<file path="src/sv/pcc_pkg.sv">
package pcc_pkg;

   localparam int unsigned CSR_IDX_W = 3;

   localparam logic [CSR_IDX_W-1:0] REG_GAIN_P      = 3'd0;
   localparam logic [CSR_IDX_W-1:0] REG_GAIN_I      = 3'd1;
   localparam logic [CSR_IDX_W-1:0] REG_GAIN_D      = 3'd2;
   localparam logic [CSR_IDX_W-1:0] REG_INTEG_CLAMP = 3'd3;
   localparam logic [CSR_IDX_W-1:0] REG_OUT_CLAMP   = 3'd4;

   localparam logic CMD_STEP  = 1'b0;
   localparam logic CMD_CLEAR = 1'b1;

   localparam int unsigned FRAC_W = 16;
   localparam int unsigned DVD_W  = 32 + FRAC_W;

   // two quotient bits per cycle
   localparam int unsigned DIV_STEPS = DVD_W / 2;
   localparam int unsigned DIV_CNT_W = $clog2(DIV_STEPS);

   localparam logic signed [31:0] Q_MAX = 32'sh7fff_ffff;
   localparam logic signed [31:0] Q_MIN = 32'sh8000_0000;

   typedef enum logic [3:0] {
      ST_IDLE,
      ST_MP,
      ST_MINC,
      ST_MD,
      ST_ACC,
      ST_MI,
      ST_TI,
      ST_DIV,
      ST_OUT
   } state_type;

   typedef struct packed {
      logic busy;
      logic done;
   } div_stat_type;

   // product >>> 16 with saturation to 32 bits
   function automatic logic signed [31:0] sat_prod(input logic signed [65:0] prod);
      logic [49:0] sh;
      sh = prod[65:FRAC_W];
      if ((&sh[49:31]) || !(|sh[49:31])) begin
         return $signed(sh[31:0]);
      end
      return sh[49] ? Q_MIN : Q_MAX;
   endfunction

   function automatic logic signed [31:0] sat_sum(input logic signed [33:0] x);
      if ((&x[33:31]) || !(|x[33:31])) begin
         return $signed(x[31:0]);
      end
      return x[33] ? Q_MIN : Q_MAX;
   endfunction

   function automatic logic signed [31:0] clamp_mag(input logic signed [31:0] x,
                                                    input logic [30:0] lim);
      logic signed [31:0] lp;
      logic signed [31:0] ln;
      lp = $signed({1'b0, lim});
      ln = -lp;
      if (lim == '0) begin
         return x;
      end
      if (x > lp) begin
         return lp;
      end
      if (x < ln) begin
         return ln;
      end
      return x;
   endfunction

endpackage

</file>
<file path="src/sv/pcc_mul.sv">
module pcc_mul
   import pcc_pkg::*;
(
   input  logic               clock,
   input  logic signed [32:0] op_a,
   input  logic signed [32:0] op_b,
   output logic signed [65:0] prod
);

   logic signed [65:0] prod_ff;
   logic signed [65:0] prod_in;

   assign prod_in = op_a * op_b;

   always_ff @(posedge clock) begin
      prod_ff <= prod_in;
   end

   assign prod = prod_ff;

endmodule

</file>
<file path="config.mk">
export PLATFORM = sky130hd
export DESIGN_NAME = pcc_mul
export DESIGN_NICKNAME = d
export VERILOG_FILES = /design/src/sv/pcc_pkg.sv /design/src/sv/pcc_mul.sv
export SDC_FILE = /design/constraint.sdc
export NUM_CORES = 2
export LEC_CHECK = 0
export BUFFER_PORTS_ARGS = -buffer_cell sky130_fd_sc_hd__buf_2
export CAP_MARGIN = 15
export CORE_UTILIZATION = 65
export DETAILED_ROUTE_END_ITERATION = 10
export GPL_ROUTABILITY_DRIVEN = 0
export GPL_TIMING_DRIVEN = 0
export PLACE_DENSITY = 0.83
export SLEW_MARGIN = 10
export SYNTH_ARGS = -nofsm -noshare
export SYNTH_HDL_FRONTEND = slang
export SYNTH_SLANG_ARGS = --single-unit
</file>
<file path="constraint.sdc">
create_clock -name clock -period 19.5 [get_ports clock]
set_input_delay 1.95 -clock clock [delete_from_list [all_inputs] [get_ports clock]]
set_output_delay 1.95 -clock clock [all_outputs]
set_load 0.01 [all_outputs]
</file>
After elaboration in Yosys (flattened, before gate mapping). Cells that the tools add are included.

Multipliers: 1.

Operator list (number): $mul 33x33->66 (1).

Flip-flop bits (word level): 66. Input port bits: 67. Output and inout bits: 66. Logic and storage cells: 2.

Longest topological paths before layout.
Depth in word-level cells: 1. Depth in mapped cells: 29. Mapped depth without buffers: 27.

Worst setup path after synthesis. No wires, ideal clock.

Kind: input port to flip-flop. Start point: in op_a[32]. End point: reg prod_ff[65], in the netlist prod[65]. Setup time: 0.072 ns. Arrival: 9.099 ns. Required time: 19.428 ns. Path slack: 10.329 ns. Stages on the path: 22. Buffers on the path: 2. Path through: clkbuf_1 nand2_1 inv_1 fa_1 fa_1 fa_1 fa_1 fa_1 fa_1 fa_1 inv_1 fa_1 inv_1 ha_1 clkbuf_1 a21o_1 a21o_1 a221o_1 a31oi_2 o211ai_1 o41ai_2 xnor2_1.

Longest elaborated chain between the ends: 1.

RTL lines: start: declaration (RTL line pcc_mul.sv:5) `input logic signed [32:0] op_a,`; $mul 33x33->66 (RTL line pcc_mul.sv:13) `assign prod_in = op_a * op_b;`; via prod_in[65] (RTL line pcc_mul.sv:11) `logic signed [65:0] prod_in;`; end signal: assignment (RTL line pcc_mul.sv:16) `prod_ff <= prod_in;`; end: declaration (RTL line pcc_mul.sv:10) `logic signed [65:0] prod_ff;`.

The timed path passes the listed nets, and every way through them passes these cells.

Worst setup path after layout.
Start point: in op_b[6]. End point: reg prod_ff[60], in the netlist prod[60].

Longest elaborated chain between the ends: 1.

RTL lines: start: declaration (RTL line pcc_mul.sv:6) `input logic signed [32:0] op_b,`; $mul 33x33->66 (RTL line pcc_mul.sv:13); via prod_in[60] (RTL line pcc_mul.sv:11).

The timed path passes the listed nets, and every way through them passes these cells.

==> metrics <==
startpoint types=input pin; final slew viol count=0; worst-path fanout max=17; GRT overflow=0; Core ar.=60800 µm²; Clock Path Buffers=2; Final #Nets=roughly 5900; Post-synth top flop=dfxtp_1; row count=90; Num CTS Buffers=9; Final setup viols=0; WL/cell=24.9 µm; Synth area leader=fa_1; Post-synth EDFFs=0; Synth Area in XOR/XNOR=1.63%; largest family of logic cells by synthesized area=adder cells; endpoint type of the worst setup path=flip-flop; most frequent cells in the layout=fa_1 (1145), inv_1 (1133), and2_1 (562), nand2_1 (543), clkbuf_1 (221); share of the synthesized area in the top cell type=56.8%; cells after synthesis=4302; hold path cells=2; Initial Util=66.4%; CTS Hold Bufs=0; CTS sink count=66; ranking of synthesized cells by area=fa_1 (57%), inv_1 (11%), and2_1 (8.7%); first-pass GRT wire length=201000 µm; post-route antenna net violation count=1; 1st-pass router iterations=9; violated checks=antenna rules; Post-Synth Adder-Cell Area=63.5%; Clock transition at path regs=70 ps; worst hold path type=in -> reg; DP Wirelength=around 110000 µm; origin of the worst setup path=op_b[6]; initial antenna violation count=20; maxcap violations=0; sequential element share of the synthesized area=3.27%; Final Critical Period=10610 ps; Die Ht=around 250 µm; Synth Area in Simple Gates=between 10% and 20%; Die Wd=approximately 250 µm; routed wire length=about 130000 µm; layout cells sized above 1=3.84%; post-CTS setup repair buffer count=0; number of vias per cell=6.03; Worst Hold Launch=op_a[0]; synthesized area=between 40000 and 50000 µm²; critical path type=in -> reg; I/O pins=133; ys async rst share=0%; Area Growth Syn to Fin=4.96%; multiplexer share of the synthesized area=0%; RSZ-0062 raised after global routing=false; WP data required=slightly below 20000 ps; TNS Setup=0 ps; most common cell after layout, fill and taps aside=fa_1; largest net degree at the start of global routing=27; H-Tree Depth=3; IO Port Bufs=132; DR iter-0 viols=3306; DR vias=around 32000; Die Area=63100 µm²; synthesized net count=5731; outcome=finished with violations; complex-gate fraction of the synthesized area=3.60%; vias in the first global route=33900; synth unique cells=61; Total GRT Usage=44.0%; CTS tree=done; Max Fclk=94.3 MHz; Fin. Hold Viols=0; Worst Tran Pin Value=1120 ps; yosys warns=0; Slew Limit Headroom=25.4%; CP arrival=10920 ps; max reg flops=66; DRC violation count after routing=0; FILL cells=approximately 4500; Post-Syn Area per Cell=9.38 µm²; post-cts resize count=0; fin crit share=54.4%; CTS root buffer=clkbuf_16; #FFs+latches synth=66
-- layer usage --
metal / wire length, µm / track usage (%) / vias up
li1: - / - / 12500
met1: 41700 / 52.3 / 15700
met2: 55200 / 63.1 / 2514
met3: 21100 / 20.0 / 876
met4: 12700 / 32.0 / 8
met5: 83 / 0.541 / -
-- critical path: stages --
cell,delay [ps]
buf_2,220
clkbuf_1,740
nand2_1,290
inv_1,160
fa_1,460
fa_1,540
inv_1,140
fa_1,580
inv_1,80
fa_1,1190
fa_1,590
fa_1,520
fa_1,500
inv_1,50
fa_1,480
inv_1,40
ha_1,370
a21o_1,210
a211o_1,310
or2_2,330
a2111oi_2,580
nor2_1,220
a21oi_1,210
xnor2_1,150
-- cells in the mapped netlist, drive strengths merged, types with 10 or more instances --
cell    number
xnor2       55
fa        1145
nor2        47
inv       1133
clkbuf     220
a21o        28
o21ai       43
a21oi       73
nand3       18
a31oi       10
and2       563
dfxtp       66
nand2      543
xor2        20
ha         217
-- cell families after synthesis --
family,count (synthesis)
flip-flops,66
AO/OA/AOI/OAI,217
buffers and inverters,1354
AND/OR/NAND/NOR,1228
XOR/XNOR,75
adder cells (fa/ha/maj),1362
-- layout make-up --
cell class	count	area (µm²)	share of cell area (%)
timing repair buffer	132	661	1.56
antenna	13	32.5	0.0768
buffer	221	837	1.98
inverter	1133	4250	10.0
multi-input combinational	2882	34000	80.1
tap	782	978	2.31
sequential	66	1320	3.12
clock inverter	4	73.8	0.174
clock buffer	12	256	0.605
-- per-stage QoR --
stage	util [%]	hold WS [ps]	cells	instance area [µm²]	setup WS, ps
finish	69.7	1950	5245	42400	8890
global route	69.6	1920	5235	42300	8430
CTS	69.6	1920	5232	42300	8860
detailed placement	69.1	2330	5216	42000	8490
global placement	69.1	2340	5216	42000	8580
floorplan	-	2080	4302	40400	10330
-- worst paths after layout --
kind,end,slack [ps]
setup / recovery,prod[60]$_DFF_P_,8890
hold / removal,prod[0]$_DFF_P_,1950
Power is left out: the tool's default activity adds up to more than one toggle a clock period on the data nets, which glitch-free logic cannot reach.
