==> src/sv/pcc_pkg.sv <==
package pcc_pkg;

   localparam int unsigned CSR_IDX_W = 3;

   localparam logic [CSR_IDX_W-1:0] REG_GAIN_P      = 3'd0;
   localparam logic [CSR_IDX_W-1:0] REG_GAIN_I      = 3'd1;
   localparam logic [CSR_IDX_W-1:0] REG_GAIN_D      = 3'd2;
   localparam logic [CSR_IDX_W-1:0] REG_INTEG_CLAMP = 3'd3;
   localparam logic [CSR_IDX_W-1:0] REG_OUT_CLAMP   = 3'd4;

   localparam logic CMD_STEP  = 1'b0;
   localparam logic CMD_CLEAR = 1'b1;

   localparam int unsigned FRAC_W = 16;
   localparam int unsigned DVD_W  = 32 + FRAC_W;

   // two quotient bits per cycle
   localparam int unsigned DIV_STEPS = DVD_W / 2;
   localparam int unsigned DIV_CNT_W = $clog2(DIV_STEPS);

   localparam logic signed [31:0] Q_MAX = 32'sh7fff_ffff;
   localparam logic signed [31:0] Q_MIN = 32'sh8000_0000;

   typedef enum logic [3:0] {
      ST_IDLE,
      ST_MP,
      ST_MINC,
      ST_MD,
      ST_ACC,
      ST_MI,
      ST_TI,
      ST_DIV,
      ST_OUT
   } state_type;

   typedef struct packed {
      logic busy;
      logic done;
   } div_stat_type;

   // product >>> 16 with saturation to 32 bits
   function automatic logic signed [31:0] sat_prod(input logic signed [65:0] prod);
      logic [49:0] sh;
      sh = prod[65:FRAC_W];
      if ((&sh[49:31]) || !(|sh[49:31])) begin
         return $signed(sh[31:0]);
      end
      return sh[49] ? Q_MIN : Q_MAX;
   endfunction

   function automatic logic signed [31:0] sat_sum(input logic signed [33:0] x);
      if ((&x[33:31]) || !(|x[33:31])) begin
         return $signed(x[31:0]);
      end
      return x[33] ? Q_MIN : Q_MAX;
   endfunction

   function automatic logic signed [31:0] clamp_mag(input logic signed [31:0] x,
                                                    input logic [30:0] lim);
      logic signed [31:0] lp;
      logic signed [31:0] ln;
      lp = $signed({1'b0, lim});
      ln = -lp;
      if (lim == '0) begin
         return x;
      end
      if (x > lp) begin
         return lp;
      end
      if (x < ln) begin
         return ln;
      end
      return x;
   endfunction

endpackage

==> src/sv/pcc_div.sv <==
module pcc_div
   import pcc_pkg::*;
(
   input  logic               clock,
   input  logic               reset,
   input  logic               start,
   input  logic signed [31:0] num,
   input  logic [31:0]        den,
   output div_stat_type       stat,
   output logic signed [31:0] quo
);

   logic                 busy_ff, busy_in;
   logic                 done_ff, done_in;
   logic [DIV_CNT_W-1:0] cnt_ff, cnt_in;
   logic                 neg_ff, neg_in;
   logic [31:0]          den_ff, den_in;
   logic [DVD_W-1:0]     dvd_ff, dvd_in;
   logic [31:0]          rem_ff, rem_in;
   logic signed [31:0]   quo_ff, quo_in;

   logic [32:0]      r1, r1n, r2, r2n;
   logic             ge1, ge2;
   logic [DVD_W-1:0] d1, d2;
   logic [31:0]      mag;

   // two restoring steps per cycle; quotient bits shift in at the bottom
   always_comb begin
      r1  = {rem_ff, dvd_ff[DVD_W-1]};
      ge1 = r1 >= {1'b0, den_ff};
      r1n = ge1 ? r1 - {1'b0, den_ff} : r1;
      d1  = {dvd_ff[DVD_W-2:0], ge1};
      r2  = {r1n[31:0], d1[DVD_W-1]};
      ge2 = r2 >= {1'b0, den_ff};
      r2n = ge2 ? r2 - {1'b0, den_ff} : r2;
      d2  = {d1[DVD_W-2:0], ge2};
   end

   always_comb begin
      busy_in = busy_ff;
      done_in = done_ff;
      cnt_in  = cnt_ff;
      neg_in  = neg_ff;
      den_in  = den_ff;
      dvd_in  = dvd_ff;
      rem_in  = rem_ff;
      quo_in  = quo_ff;
      mag     = num[31] ? 32'(-num) : 32'(num);
      if (start) begin
         busy_in = 1'b1;
         done_in = 1'b0;
         cnt_in  = DIV_CNT_W'(DIV_STEPS - 1);
         neg_in  = num[31];
         den_in  = den;
         dvd_in  = {mag, {FRAC_W{1'b0}}};
         rem_in  = '0;
      end else if (busy_ff) begin
         dvd_in = d2;
         rem_in = r2n[31:0];
         cnt_in = cnt_ff - 1'b1;
         if (cnt_ff == '0) begin
            busy_in = 1'b0;
            done_in = 1'b1;
            if (!neg_ff) begin
               quo_in = (|d2[DVD_W-1:31]) ? Q_MAX : $signed(d2[31:0]);
            end else begin
               quo_in = ((|d2[DVD_W-1:32]) || (d2[31] && (|d2[30:0]))) ?
                        Q_MIN : $signed(-d2[31:0]);
            end
         end
      end
   end

   always_ff @(posedge clock) begin
      if (reset) begin
         busy_ff <= 1'b0;
         done_ff <= 1'b0;
         cnt_ff  <= '0;
      end else begin
         busy_ff <= busy_in;
         done_ff <= done_in;
         cnt_ff  <= cnt_in;
      end
      neg_ff <= neg_in;
      den_ff <= den_in;
      dvd_ff <= dvd_in;
      rem_ff <= rem_in;
      quo_ff <= quo_in;
   end

   assign stat.busy = busy_ff;
   assign stat.done = done_ff;
   assign quo       = quo_ff;

endmodule

==> config.mk <==
export PLATFORM = sky130hd
export DESIGN_NAME = pcc_div
export DESIGN_NICKNAME = d
export VERILOG_FILES = /design/src/sv/pcc_pkg.sv /design/src/sv/pcc_div.sv
export SDC_FILE = /design/constraint.sdc
export NUM_CORES = 1
export LEC_CHECK = 0
export ABC_AREA = 1
export BUFFER_PORTS_ARGS = -buffer_cell sky130_fd_sc_hd__buf_2
export CELL_PAD_IN_SITES_DETAIL_PLACEMENT = 1
export CELL_PAD_IN_SITES_GLOBAL_PLACEMENT = 1
export CORE_MARGIN = 2
export CORE_UTILIZATION = 46
export CTS_BUF_LIST = sky130_fd_sc_hd__clkbuf_8
export DETAILED_ROUTE_END_ITERATION = 12
export PLACE_DENSITY = 0.89
export SLEW_MARGIN = 40
export SYNTH_ARGS = -nofsm -noshare
export SYNTH_HDL_FRONTEND = slang
export SYNTH_SLANG_ARGS = --single-unit
==> constraint.sdc <==
create_clock -name clock -period 6.9 [get_ports clock]
set_input_delay 0.69 -clock clock [delete_from_list [all_inputs] [get_ports clock]]
set_output_delay 0.69 -clock clock [all_outputs]
set_load 0.01 [all_outputs]
---- Word level (Yosys, flattened, before mapping) ----
Cells that the tools add are included.
word-level totals
  bits in registers ....................... 152
  input bits .............................. 67
  output and inout port bits .............. 34
  logic and storage cells ................. 41
operators by class
  $add $sub $neg .......................... 5
  order comparisons ....................... 2
  multiplexer cells ....................... 13
  bitwise logic cells ..................... 1
  reduce and logical (&&, ||, !) cells .... 10
operators by type and width
  operator                                                             number
  32-bit two-way mux                                                   6
  48-bit two-way mux                                                   2
  33-bit by 32-bit >= comparator with 1-bit output                     2
  32-bit negation                                                      2
  32-bit subtractor                                                    2
  31-bit OR reduction                                                  1
  17-bit OR reduction                                                  1
  16-bit OR reduction                                                  1
  5-bit two-way mux                                                    2
  5-bit logical NOT                                                    1
  5-bit by 1-bit subtractor with 5-bit output (second input constant)  1
  1-bit two-way mux                                                    3
  3-bit AND reduction                                                  1
  2-bit AND reduction                                                  1
  2-bit nonzero test                                                   1
  2-bit OR reduction                                                   1
  1-bit logical AND                                                    1
  1-bit logical OR                                                     1
  1-bit inverter                                                       1

---- Longest topological paths before layout ----
  depth after elaboration ................. 8
  depth in mapped cells ................... 48
  gate-level depth less buffers ........... 45

---- Worst setup path after synthesis ----
Ideal clock, no wire load.
  path type ............................... flip-flop to flip-flop
  start ................................... register den_ff[7]
  end ..................................... register quo_ff[31] (netlist: quo[31]) (data pin)
  arrival ................................. 5.649 ns
  data required time ...................... 6.650 ns
  setup slack ............................. 1.001 ns
  cell stages (with the launch flop) ...... 45
  path buffers ............................ 3
  path through ............................ edfxtp_1 inv_1 ha_1 nand2_2 nor2_2 nand3_1 nand3_2 nand2_2 nand2_2 nand2_4 nand2_4 inv_1 buf_2 o21ai_0 ha_1 nand3_1 nand2_1 nand3_1 [9 not listed] ha_1 nand2_1 nor2_1 nand3_1 nor3_1 nand2_1 nor3_2 nand4_1 nor3_1 ha_1 nor2_1 nor3_1 nand2_1 inv_1 buf_2 nand3_1 nand2_1 inv_1
between the ends
  word-level cells in the longest chain between the ends .. 8
  elaborated cells on any way between the ends .. 10
RTL lines
  what                                                                                                      line           RTL
  start: declaration                                                                                        pcc_div.sv:17  logic [31:0] den_ff, den_in;
  start signal: assignment                                                                                  pcc_div.sv:85  den_ff <= den_in;
  parallel branches: the longest is 6 deep, another holds 33-bit by 32-bit >= comparator with 1-bit output  -
  32-bit two-way mux (*)                                                                                    pcc_div.sv:67  quo_in = ((|d2[DVD_W-1:32]) || (d2[31] && (|d2[30:0]))) ?
  32-bit two-way mux (*)                                                                                    pcc_div.sv:64  if (!neg_ff) begin
  end signal: assignment                                                                                    pcc_div.sv:88  quo_ff <= quo_in;
  end: declaration                                                                                          pcc_div.sv:20  logic signed [31:0] quo_ff, quo_in;
Every way passes the cells marked *.
A chain may end at the register's enable or synchronous reset.

---- Worst setup path in the final report ----
  start ................................... register dvd_ff[47]
  end ..................................... register quo_ff[21] (netlist: quo[21]) (data pin)
between the ends
  word-level cells in the longest chain between the ends .. 8
  elaborated cells on any way between the ends .. 10
RTL lines
  what                                                                                                      line           RTL
  start: declaration                                                                                        pcc_div.sv:18  logic [DVD_W-1:0] dvd_ff, dvd_in;
  start signal: assignment                                                                                  pcc_div.sv:86  dvd_ff <= dvd_in;
  parallel branches: the longest is 6 deep, another holds 33-bit by 32-bit >= comparator with 1-bit output  -
  32-bit two-way mux (*)                                                                                    pcc_div.sv:67
  32-bit two-way mux (*)                                                                                    pcc_div.sv:64
Marked as above.

==> run metrics <==
Max-cap violations 0; Hold Path End den_ff[21]; Overall Power 6.445 mW; syn nets 1692; WL/cell 20.86 um; worst reg2reg setup slack 0.26 ns; hold path depth 1; min-delay src den[21]; CTS H-tree depth 4; Tmin final 6.642 ns; Yosys cell types 53; f_max 0.1506 GHz; Slew Limit Headroom 40.47%; Port Buffers 100; Worst setup EP type flop; commonest non-fill, non-tap cell in the layout nand2_1; Async S/R FF share, synth 0%; startpoint types flop; worst reg2reg startpoint dvd_ff[47]; Area Overhead vs Synth 13.71%; area leader, netlist edfxtp_1; GP Congestion 0.9342; number of global-route vias before repair 12340; DR WL met3 2.508 mm; vias per cell 5.945; Total GRT Usage 31.42%; DRC Markers 0; hold_buf cts 0; average cell area after synthesis 7.337 um^2; Mapped Area 11400 um^2; placed cell count 1955; DRT met1 WL 16.91 mm; Final Hold Viols 0; met2 wire length 20.34 mm; Mapped Cells 1554; first-pass GRT wire length 64.49 mm; CP max stage cell edfxtp_1; final wirelength 41.68 mm; Crit Path Max Fanout 5; Die X 161.4 um; die height 161.4 um; TritonCTS buffer count 17; core region area 24320 um^2; row count 57; initial antenna violation count 2; CTS root buf clkbuf_8; worst hold-check path type input pin to flop; status completed; peak supply drop 0.2277 mV; period utilization 96.26%; Post-synth EDFFs 97; most frequent CP cell nand2_1; post-synthesis sequential area ratio 35.20%; end-of-flow core utilization 53.31%; post-detail-place hpwl 30.47 mm; first-pass iteration count of the detailed router 5; Post-DRT Antenna Nets 0; Initial Utilization 46.88%; Worst-Margin Slew 0.8847 ns; post-synth top area share 25.55%; PD cells 497.1 nW/um^2; die area 26060 um^2; synthesis-stage register bit count 152; WP data required 7.20 ns; Vias 11880; Worst Path Arrival 6.95 ns; clk_lat worst skew 0.51 ns; endpoints failing setup 0; max layer used met5; CP Class flop to flop; Reg clk slew, reported paths 0.13 ns; Reg-to-Reg End quo[21]; Area contributors post-synth edfxtp_1 (26%), nand2_1 (11%), dfxtp_1 (9.7%); Synth Warn # 0; critical path's largest stage delay 0.42 ns; leak pwr 5.858 nW; most frequent cells in the layout nand2_1 (327), inv_1 (220), nor2_1 (133); initial drt markers 915; R2R cell count 42; gr ovfl total 0; post-route design area 12960 um^2; clk sink count 152; CTS tree built; ratio of cells with drive above 1 in the final layout 14.17%; clock skew 0.03158 ns; clk buf depth 2; DP Area 12260 um^2; final net count 1798; Synth Flop Type edfxtp_1; largest net degree at the start of global routing 63; Post-Layout Cell Count 1998; io pins 101; Slew Limit Fails 0
[timing repair]
action                                  in CTS  in global routing
setup buffers                                2                  6
pin swaps                                    0                  8
endpoints found under the setup margin      18                 32
resized for setup                            6                 39
gates cloned                                 0                  2
[sequential cells by signal, summed over array words and instances, names as in the netlist]
name / count
dvd_ff: 48
rem_ff: 32
cnt_ff: 5
neg_ff: 1
done_ff: 1
quo: 32
busy_ff: 1
den_ff: 32
[final cells by class]
type | count | area, um^2
clock buffers | 17 | 234.0
multi-input cells | 1136 | 6475
flip-flops and latches | 152 | 4014
repair buffers | 126 | 769.5
clock inverters | 15 | 206.4
inverters | 226 | 853.3
well taps | 324 | 405.4
diodes | 1 | 2.502
repair inverters | 1 | 5.005
fillers | 3126 | 11350
[power breakdown]
| group | switching (mW) | total (mW) | leakage (nW) | internal (mW) |
|---|---|---|---|---|
| clock network | 0.477 | 0.769 | 0.218 | 0.292 |
| registers | 0.104 | 1.21 | 1.39 | 1.11 |
| logic | 2.99 | 4.46 | 4.25 | 1.47 |
[kinds of logic after synthesis]
family	share of synthesized area, %
buf+inv	9.119
flops	35.20
fa+ha+maj	7.923
compound gates	18.42
xor+xnor	4.071
simple gates	25.26
[synthesized netlist by cell type, types with 23 or more instances]
library cell  number
nand2_1          332
inv_1            223
nor2_1           138
o21ai_0          116
a21oi_1          109
edfxtp_1          97
nand3_1           82
ha_1              69
dfxtp_1           55
o22ai_1           32
xnor2_1           28
xor2_1            25
clkbuf_1          23
nor3_1            23
[per-layer routing]
layer  track usage [%]  vias to the layer above
li1                  -                     5512
met4             14.69                        2
met5                 0                        -
met1             37.48                     5767
met2             54.93                      456
met3             5.573                      142
[critical path, delay by kind of cell (launching register included)]
kind	cells	cell delay, ns
fa+ha+maj	5	1.29
buf+inv	6	0.78
flops	1	0.42
simple gates	27	3.35
compound gates	4	0.58
[stage by stage]
step                      setup TNS, ns  setup WS [ns]  hold slack, ns
after global routing             -1.684        -0.1623          0.3505
after CTS                             0        0.01439          0.3591
after global placement                0         0.1867          0.4374
final                                 0         0.2583          0.3676
after floorplan                       0          1.001          0.4217
after detailed placement         -1.486        -0.2563          0.4520
[worst max path at each step]
stage                     from  slack [ns]  cells after the start       to
finish              dvd_ff[47]        0.26                     42  quo[21]
detailed placement   den_ff[4]       -0.26                     41  quo[28]
floorplan            den_ff[7]        1.00                     44  quo[31]
global route        dvd_ff[47]       -0.16                     42  quo[21]
CTS                 dvd_ff[47]        0.01                     42  quo[27]
global placement    den_ff[29]        0.19                     39   quo[1]
No activity file was read; power rests on OpenSTA's default activity.
